--- src/hdl/mpm_pkg.sv ---
// Shared types and codes for the multi-pattern matcher.
// No dependencies; imported by every module of the block.
package mpm_pkg;

    // Input item actions
    localparam logic [1:0] ACT_PAT = 2'd0;
    localparam logic [1:0] ACT_END = 2'd1;
    localparam logic [1:0] ACT_TXT = 2'd2;
    localparam logic [1:0] ACT_CLR = 2'd3;

    // Result status codes
    localparam logic [1:0] ST_OK   = 2'd0;
    localparam logic [1:0] ST_FULL = 2'd1;
    localparam logic [1:0] ST_DEEP = 2'd2;
    localparam logic [1:0] ST_MANY = 2'd3;

    // Matches reported per text symbol, and the width of their counter
    localparam int MAX_RESULTS = 32;
    localparam int RCW         = 6;

    typedef struct packed {
        logic [1:0] action;
        logic [2:0] symbol;
    } t_in;

    typedef struct packed {
        logic [1:0]  status;
        logic        found;
        logic [16:0] match_start;
        logic [6:0]  pattern_number;
        logic [7:0]  automaton_state;
        logic        last;
    } t_out;

    // Write enables of the trie store
    typedef struct packed {
        logic child;
        logic info;
        logic leaf;
        logic link;
    } t_mem_we;

endpackage

--- src/hdl/mpm_obuf.sv ---
// Output register stage between the sequencer and the result channel.
// Depends on mpm_pkg for the result beat type.
module mpm_obuf (
    input  logic          i_clk,
    input  logic          i_rst_n,
    input  logic          i_push,
    input  mpm_pkg::t_out i_push_data,
    output logic          o_can_load,
    output logic          o_valid,
    input  logic          i_ready,
    output mpm_pkg::t_out o_data
);
    import mpm_pkg::*;

    logic r_valid;
    t_out r_data;

    assign o_can_load = !r_valid || i_ready;
    assign o_valid    = r_valid;
    assign o_data     = r_data;

    always_ff @(posedge i_clk) begin
        if (!i_rst_n) begin
            r_valid <= 1'b0;
        end else if (i_push) begin
            r_valid <= 1'b1;
        end else if (i_ready) begin
            r_valid <= 1'b0;
        end
    end

    always_ff @(posedge i_clk) begin
        if (i_push) begin
            r_data <= i_push_data;
        end
    end

endmodule

--- config.mk ---
export PLATFORM = sky130hd
export DESIGN_NAME = mpm_obuf
export DESIGN_NICKNAME = d
export VERILOG_FILES = /design/src/hdl/mpm_pkg.sv /design/src/hdl/mpm_obuf.sv
export SDC_FILE = /design/constraint.sdc
export NUM_CORES = 1
export LEC_CHECK = 0
export ABC_AREA = 1
export BUFFER_PORTS_ARGS = -buffer_cell sky130_fd_sc_hd__clkbuf_2
export CELL_PAD_IN_SITES_DETAIL_PLACEMENT = 1
export CELL_PAD_IN_SITES_GLOBAL_PLACEMENT = 2
export CORE_ASPECT_RATIO = 1.1
export CORE_MARGIN = 5
export CORE_UTILIZATION = 26
export DETAILED_ROUTE_END_ITERATION = 7
export GPL_TIMING_DRIVEN = 0
export HOLD_SLACK_MARGIN = 0.02
export PLACE_DENSITY_LB_ADDON = 0.3
export SLEW_MARGIN = 5
export SYNTH_ARGS = -nofsm -noshare
export SYNTH_HDL_FRONTEND = slang
export SYNTH_SLANG_ARGS = --single-unit
--- constraint.sdc ---
create_clock -name i_clk -period 0.8 [get_ports i_clk]
set_input_delay 0 -clock i_clk [delete_from_list [all_inputs] [get_ports i_clk]]
set_output_delay 0 -clock i_clk [all_outputs]
set_load 0.05 [all_outputs]
Yosys cells after proc, flatten, opt, wreduce, memory -nomap -nowiden
Cells that the tools add are included.
- bits in registers: 37
- input bits: 40
- logic and storage cells: 12
- muxes and demuxes: 2
- reduce and logical (&&, ||, !) cells: 3
- operators by type and width (kind ; number):
    1-bit two-way mux ; 2
    2-bit nonzero test ; 1
    1-bit logical NOT ; 1
    1-bit logical OR ; 1

Logic depth before layout (Yosys ltp)
Gate-level depths: netlist of run 1.
- depth after elaboration: 2
- gate-level depth with buffers: 3
- mapped depth without buffers: 3

Least setup slack after synthesis of run 1
Ideal clock, no wire load.
- path kind: register to register
- from: reg o_valid (netlist name)
- to: reg r_valid (netlist: o_valid)
- setup time: 0.067 ns
- data arrival time: 1.100 ns
- data required time: 0.733 ns
- setup slack: -0.366 ns
- cell stages (with the launch flop): 3
- buffers on the path: 0
- period minus slack after synthesis: 1.166 ns
- cell sequence: dfxtp_1 > nand2_2 > a21oi_2
- RTL lines (element ; line ; source):
    end signal: assignment ; mpm_obuf.sv:24 ; r_valid <= 1'b0;
    end signal: assignment ; mpm_obuf.sv:26 ; r_valid <= 1'b1;
    end signal: assignment ; mpm_obuf.sv:28 ; r_valid <= 1'b0;
    end: declaration ; mpm_obuf.sv:15 ; logic r_valid;

Worst setup path in the final report of run 1
- from: reg r_data, in the netlist o_data[15]
- to: out o_data[15] (netlist name)
- RTL lines (element ; line ; source):
    start: declaration ; mpm_obuf.sv:16 ; t_out r_data;
    start signal: assignment ; mpm_obuf.sv:34 ; r_data <= i_push_data;
    end: declaration ; mpm_obuf.sv:11 ; output mpm_pkg::t_out o_data
No word-level cell between the ends.

==> metrics.cfg, run 1 <==
[worst_setup_path]
arrival_ns = 0.89
crit_slowest_cell = edfxtp_1
crit_required_ns = 0.80
criticalPathCategory = flop to output pin
path_buf_inv = 1
path_max_fanout = 1
crit_path_end_kind = output pin
crit_path_cell_trace = buf_8
crit_family = flip-flops
startpoint_type = flop
critPathMaxStageDelay_ns = 0.43

[clocking]
cts_setup_buffers = 0
cts_hold_buffers = 37
numCtsBuffers = 5
root_buffer = clkbuf_8
cts_tree = done
clock_sinks = 37
clock_path_buffers = 2
ctsHtreeMaxLevel = 2
clk_latency_ns = 0.28
clk_pin_slew_ns = 0.07

[logic_synthesis]
muxShareOfSynthArea_pct = 0
ys_seq_elements = 37
synthSimpleGateAreaFrac_pct = 0.555
yosys-top-cells-area = edfxtp_1 (96%), dfxtp_1 (1.8%), inv_1 (1.0%)
synth-compound-area-share_pct = 0.777
synth.top_cell.area_share_pct = 95.9
yosysSeqAreaShare_pct = 97.7
synth_fa_ha_area_share_pct = 0
synth_common_cells = edfxtp_1 (36), inv_1 (3), a21oi_2 (1), dfxtp_1 (1), nand2_2 (1)
post_synth_num_cell_types = 5
synth_edf_count = 36
synth.most_common_cell = edfxtp_1
synth.cell_area_mm2 = 0.00113
synth_async_sr_flop_share_pct = 0
syn_area_per_cell_um2 = 26.8
synth_warnings = 0
synth_top_family_by_area = buffers and inverters
synth_nets = 82
synth_cells = 42
yosysTopAreaCell = edfxtp_1
ys.flop_type = edfxtp_1
synth_xor_area_share_pct = 0

[run]
max_cap_viol_count = 0

[outcome]
status = finished with violations
failed_checks = setup timing

[cells_and_area]
drive_gt1_share_pct = 52.4
area_growth_pct = 115
final_nets = 203
final_util_pct = 57.0
instances_no_fill = 219

[die]
dieWidth_um = 72.8
die_area_mm2 = 0.00575
coreArea_mm2 = 0.00425
die-height_um = 79.1
placement_rows = 25
ios = 78
start_util_pct = 26.5

[timing]
layout_setup_ws_ns = -0.0859
rsz0062_at_grt = yes
period_needed_ns = 0.886
fin_hold_ws_ns = 0.00660
slew_headroom_pct = 47.5
finalMaxSlewViolations = 0
max_freq_mhz = 1130
timing.final.crit_share_pct = 111
setup_violations = 37
worst_pin_slew_ns = 0.788
hold_viol_final = 0
skew_ns = 0

[route]
routed_via_density = 3.84
drc = 0
first_pass_iters = 3
wl_um = 3210
post_drt_wl_per_cell_um = 14.6
vias = 842
dr.first_iter.drc_count = 13
ant_nets = 0

[worst_hold_path]
hold_path_class = primary input to flop

[global_routing]
track_usage_pct = 11.9
antenna_found_initial = 1
grt_max_degree = 38
gr-total-overflow = 0
grt_pass1_vias = 1017
grt_pass1_wl_um = 4940

[pwr]
p_leak_uw = 0.00104
pwr_density_cell_mw_per_mm2 = 2100
vdd_drop_max_mv = 0.858
power_uw = 5100

[place]
portBuffers = 77
numPlacedInstances = 173
dp_hpwl_um = 1960
gp_congestion = 0.688

-- worst reg2reg max path: cells and delay by family, from the launching register on --
kind	cells	cell delay, ns
compound gates	1	0.10
flops	1	0.37
simple gates	1	0.06
-- cells in the final DEF (no fill, tap or decap), drive strengths merged --
| cell | netlist | final |
|---|---|---|
| clkinv | 0 | 1 |
| a21oi | 1 | 1 |
| clkbuf | 0 | 71 |
| dfxtp | 1 | 1 |
| inv | 3 | 3 |
| diode | 0 | 1 |
| edfxtp | 36 | 36 |
| nand2 | 1 | 1 |
| dlygate4sd3 | 0 | 37 |
| buf | 0 | 12 |
| bufinv | 0 | 1 |
-- kinds of logic (layout without fill, tap and decap cells) --
| group | Yosys count | count (layout) |
|---|---|---|
| flip-flops | 37 | 37 |
| buffers and inverters | 3 | 125 |
| AO/OA/AOI/OAI | 1 | 1 |
| AND/OR/NAND/NOR | 1 | 1 |
| other | 0 | 1 |
-- what timing repair did --
item / in CTS / in global routing
pin swaps: 1 / 0
hold endpoints to repair: 37 / 1
gates resized for setup: 77 / 12
gates cloned: 0 / 0
endpoints found under the setup margin: 38 / 75
-- final timing paths --
kind | start | endpoint | slack, ns | cells after the start
setup reg to reg | o_valid$_SDFFE_PN0P_ | o_valid$_SDFFE_PN0P_ | 0.21 | 2
hold / removal | i_ready | o_valid$_SDFFE_PN0P_ | 0.007 | 4
setup / recovery | o_data[15]$_DFFE_PP_ | o_data[15] | -0.09 | 1
hold reg to reg | o_valid$_SDFFE_PN0P_ | o_valid$_SDFFE_PN0P_ | 0.51 | 2
-- per-stage QoR --
stage          TNS, ns  area, um2  worst slack [ns]
2_1_floorplan        0       1140            0.0217
3_3_place_gp     -9.02       1590            -0.247
3_5_place_dp    -10.97       1590            -0.299
4_1_cts          -2.24       2410           -0.0817
5_1_grt          -3.39       2430            -0.133
6_report         -1.81       2430           -0.0859
-- power by group --
group          leakage, uW  switching [uW]  internal (uW)
logic             0.000624             692            531
clock network    0.0000528             587            919
registers         0.000361            75.6           2300
-- sequential cells by signal, indices dropped and copies added, names as in the netlist --
| register | flops |
|---|---|
| o_data | 36 |
| o_valid | 1 |
-- layer usage --
layer	vias to the layer above	part of all wire, %	track usage, %
li1	402	-	-
met1	385	29	9.66
met2	47	60	23.3
met3	8	9.8	5.06
met4	0	1.2	6.09
met5	-	0	0
-- layout make-up --
cell class                 instances  area (um2)
sequential                        37        1100
antenna                            1        2.50
fill                             401        1830
timing repair buffer             114        1110
clock buffer                       6        72.6
inverter                           3        11.3
clock inverter                     2        33.8
multi-input combinational          2        20.0
tap                               54        67.6
Note: power is estimated with default switching activity, not from simulation.
==> run 2: changes to the inputs <==
--- a/config.mk
+++ b/config.mk
@@ -16,7 +16,8 @@
 export GPL_TIMING_DRIVEN = 0
 export HOLD_SLACK_MARGIN = 0.02
 export PLACE_DENSITY_LB_ADDON = 0.3
-export SLEW_MARGIN = 5
+export RECOVER_POWER = 100
+export SLEW_MARGIN = 10
 export SYNTH_ARGS = -nofsm -noshare
 export SYNTH_HDL_FRONTEND = slang
 export SYNTH_SLANG_ARGS = --single-unit
==> constraint.sdc (replaced) <==
create_clock -name i_clk -period 0.8 [get_ports i_clk]
set_input_delay 0 -clock i_clk [delete_from_list [all_inputs] [get_ports i_clk]]
set_output_delay 0 -clock i_clk [all_outputs]
set_load 0.01 [all_outputs]
==> metrics.cfg, run 2 (same netlist as run 1, synthesis figures left out) <==
[cells_and_area]
final_cell_mix = clkbuf_2 (72), dlygate4sd3_1 (37), edfxtp_1 (36)
largest_reg_flops = 36
final_common_cell = clkbuf_2
final_nets = 204
instances_no_fill = 219
drive_gt1_share_pct = 53.3
area_growth_pct = 84.4
insertedDiodeCount = 0

[timing]
hold_viol_final = 0
rsz0062_at_grt = yes
timing.final.crit_share_pct = 101
fin_hold_ws_ns = 0.0812
worst_pin_slew_ns = 0.493
max_freq_mhz = 1240
skew_ns = 0
slew_headroom_pct = 67.2
finalMaxSlewViolations = 0
period_needed_ns = 0.807
finalSetupTns_ns = -0.00663
setup_violations = 1
layout_setup_ws_ns = -0.00663

[route]
wl_met1_um = 832
highest_layer = met4
dr_wl_met3_um = 297
routed_via_density = 3.90
vias = 855
ant_nets = 0
wl_um = 2870
first_pass_iters = 2
drc = 0
dr.first_iter.drc_count = 23
post_drt_wl_per_cell_um = 13.1
met2_length_um = 1730

[place]
portBuffers = 77
gp_congestion = 0.654
numPlacedInstances = 173
pre_cts_slack_ns = -0.316

[clocking]
numCtsBuffers = 5
clk_pin_slew_ns = 0.07
ctsHtreeMaxLevel = 2
clk_latency_ns = 0.28
cts_tree = done
clock_path_buffers = 2
root_buffer = clkbuf_8
clock_sinks = 37

[run]
max_cap_viol_count = 0

[die]
placement_rows = 25
die_area_mm2 = 0.00575
coreArea_mm2 = 0.00425
dieWidth_um = 72.8
die-height_um = 79.1
start_util_pct = 26.5
ios = 78

[pwr]
pwr_density_cell_mw_per_mm2 = 2120
p_leak_uw = 0.000913
power_uw = 4400
vdd_drop_max_mv = 1.03

[global_routing]
grt_pass1_wl_um = 4330
antenna_found_initial = 0
grt_pass1_vias = 962
grt_max_degree = 38
track_usage_pct = 10.3
gr-total-overflow = 0

[worst_setup_path]
critPathMaxStageDelay_ns = 0.39
crit_path_cell_trace = clkbuf_2
crit_slowest_cell = edfxtp_1
startpoint_type = flop
criticalPathCategory = flop to output pin
crit_path_end_kind = output pin
path_buf_inv = 1
arrival_ns = 0.81
path_max_fanout = 1
crit_required_ns = 0.80
crit_family = flip-flops

[worst_hold_path]
hold_path_class = primary input to flop

[outcome]
failed_checks = setup timing
status = finished with violations

-- run 2: path summary, 6_finish.rpt --
path,to,from,slack [ns],depth (start not counted)
min,o_valid$_SDFFE_PN0P_,i_ready,0.08,5
min reg2reg,o_valid$_SDFFE_PN0P_,o_valid$_SDFFE_PN0P_,0.58,3
max reg2reg,o_valid$_SDFFE_PN0P_,o_valid$_SDFFE_PN0P_,0.11,3
max,o_data[20],o_data[20]$_DFFE_PP_,-0.007,1
-- run 2: final cells by class --
| cell class | instances | area [um2] |
|---|---|---|
| fill | 442 | 2180 |
| sequential | 37 | 1100 |
| timing repair buffer | 115 | 772 |
| clock buffer | 5 | 68.8 |
| tap | 54 | 67.6 |
| clock inverter | 3 | 41.3 |
| multi-input combinational | 2 | 15.0 |
| inverter | 3 | 11.3 |
-- run 2: through the flow --
stage | util, % | instance area [um2]
finish | 48.9 | 2080
global route | 48.9 | 2080
CTS | 48.5 | 2060
detailed placement | 37.1 | 1580
global placement | 37.1 | 1580
floorplan | - | 1130
-- run 2: layer usage --
layer  up-vias  track usage [%]
met2        43             21.6
met5         -                0
met3         2             5.19
li1        405                -
met4         0             2.77
met1       405             7.61
-- run 2: report_power, final --
group	total, uW	switching [uW]	internal, uW
combinational	519	231	288
sequential	2330	37.8	2290
clock	1550	629	917
total	4400	897	3500
-- run 2: repair_timing --
action                                  4_1_cts  5_1_grt
hold buffers                                 37        0
endpoints found under the setup margin       49       37
gates resized for setup                       2        5
pin swaps                                     1        1
endpoints found under the hold margin        37        0
buffers inserted                              0        1
==> run 3: changes to the inputs <==
--- a/config.mk
+++ b/config.mk
@@ -6,6 +6,7 @@
 export NUM_CORES = 1
 export LEC_CHECK = 0
 export ABC_AREA = 1
+export ABC_CLOCK_PERIOD_IN_PS = 850
 export BUFFER_PORTS_ARGS = -buffer_cell sky130_fd_sc_hd__clkbuf_2
 export CELL_PAD_IN_SITES_DETAIL_PLACEMENT = 1
 export CELL_PAD_IN_SITES_GLOBAL_PLACEMENT = 2
==> constraint.sdc (replaced) <==
create_clock -name i_clk -period 0.85 [get_ports i_clk]
set_input_delay 0 -clock i_clk [delete_from_list [all_inputs] [get_ports i_clk]]
set_output_delay 0 -clock i_clk [all_outputs]
set_load 0.01 [all_outputs]
==> metrics.cfg, run 3 (same netlist as run 1, synthesis figures left out) <==
[route]
ant_nets = 0
post_drt_wl_per_cell_um = 13.1
routed_via_density = 3.92
drc = 0
dr.first_iter.drc_count = 22
first_pass_iters = 2
wl_um = 2870
vias = 859

[timing]
hold_viol_final = 0
worst_pin_slew_ns = 0.799
max_freq_mhz = 1240
period_needed_ns = 0.807
finalSetupTns_ns = 0
slew_headroom_pct = 46.7
setup_violations = 0
skew_ns = 0
finalMaxSlewViolations = 0
timing.final.crit_share_pct = 94.9
rsz0062_at_grt = yes

[global_routing]
grt_pass1_vias = 949
grt_pass1_wl_um = 4310
gr-total-overflow = 0
grt_max_degree = 38
antenna_found_initial = 0
track_usage_pct = 10.2

[place]
gp_congestion = 0.654
portBuffers = 77
place_area_mm2 = 0.00158

[die]
die-height_um = 79.1
start_util_pct = 26.5
die_area_mm2 = 0.00575
placement_rows = 25
ios = 78
coreArea_mm2 = 0.00425
dieWidth_um = 72.8

[worst_setup_path]
r2r_start = o_valid$_SDFFE_PN0P_
crit_path_end_kind = output pin
path_buf_inv = 1
startpoint_type = flop
path_max_fanout = 1
arrival_ns = 0.81
crit_slowest_cell = edfxtp_1
criticalPathCategory = flop to output pin
critPathMaxStageDelay_ns = 0.39
crit_family = flip-flops
r2r-end = o_valid$_SDFFE_PN0P_
crit_required_ns = 0.85
crit_path_cell_trace = clkbuf_2
r2r_slack_ns = 0.17
reg2reg_depth = 3

[cells_and_area]
final_nets = 204
final_cell_area_mm2 = 0.00206
area_growth_pct = 83.1
nFillCells = 447
largest_reg_flops = 36
drive_gt1_share_pct = 47.9
final_common_cell = clkbuf_2
final_cell_mix = clkbuf_2 (64), dlygate4sd3_1 (37), edfxtp_1 (36)
insertedDiodeCount = 0

[run]
max_cap_viol_count = 0

[worst_hold_path]
hold_depth = 5
hp-start = i_ready
hold_path_class = primary input to flop
holdPathEnd = o_valid$_SDFFE_PN0P_

[clocking]
clock_path_buffers = 2
clk_pin_slew_ns = 0.07
root_buffer = clkbuf_8
ctsHtreeMaxLevel = 2
numCtsBuffers = 5
clock_sinks = 37
cts_tree = done
clk_latency_ns = 0.28

[pwr]
vdd_drop_max_mv = 0.966
pwr_density_cell_mw_per_mm2 = 2000
p_leak_uw = 0.000886

[outcome]
status = completed

## run 3: cell counts in the layout (fill, tap and decap cells not counted)
Identical to the previous run, type by type.
## run 3: final cells by class
type / instances / area (um2) / share of cell area (%)
flip-flops and latches: 37 / 1100 / 53.4
clock inverters: 3 / 41.3 / 2.00
well taps: 54 / 67.6 / 3.27
multi-input cells: 2 / 15.0 / 0.727
inverters: 3 / 11.3 / 0.545
repair buffers: 115 / 758 / 36.7
clock buffers: 5 / 68.8 / 3.33
## run 3: repair_timing
item | CTS | global route
resized for setup | 1 | 5
buffers inserted | 0 | 1
endpoints found under the hold margin | 37 | 0
hold buffers | 37 | 0
pin swaps | 0 | 1
endpoints found under the setup margin | 1 | 4
## run 3: worst max-delay path by stage
stage,from,cells after the start,slack (ns),end
floorplan,o_valid$_SDFFE_PN0P_,2,0.21,o_valid$_SDFFE_PN0P_
global placement,i_push,1,-0.21,o_data[17]$_DFFE_PP_
detailed placement,i_push,1,-0.27,o_data[30]$_DFFE_PP_
CTS,o_valid$_SDFFE_PN0P_,2,0.02,o_can_load
global route,o_valid$_SDFFE_PN0P_,2,-0.0002,o_can_load
finish,o_data[20]$_DFFE_PP_,1,0.04,o_data[20]
## run 3: routing by layer
layer,share of wire (%),track usage [%]
met5,0,0
met4,0.35,2.77
met3,11,5.32
met2,60,21.2
met1,28,7.61
## run 3: report_power, final
group          leakage, uW  switching (uW)  internal (uW)  total (uW)
clock network    0.0000518             593            863        1460
logic             0.000473             218            261         479
registers         0.000361            35.3           2160        2200
total             0.000886             846           3280        4130
## run 3: through the flow
step,instances,worst slack [ns],hold slack (ns),utilization [%],power (uW)
after floorplan,42,0.213,0.0989,-,2330
final,219,0.0430,0.0890,48.5,4130
after CTS,218,0.0205,-0.0295,48.5,4210
after detailed placement,173,-0.266,0.179,37.1,2590
after global placement,173,-0.205,0.178,37.1,2580
after global routing,219,-0.000207,0.0898,48.5,4330
## run 3: tightest hold or removal path, delay by kind of cell
| family | cells | cell delay (ns) |
|---|---|---|
| AO/OA/AOI/OAI | 1 | 0.04 |
| buffers and inverters | 3 | 0.22 |
| AND/OR/NAND/NOR | 1 | 0.07 |
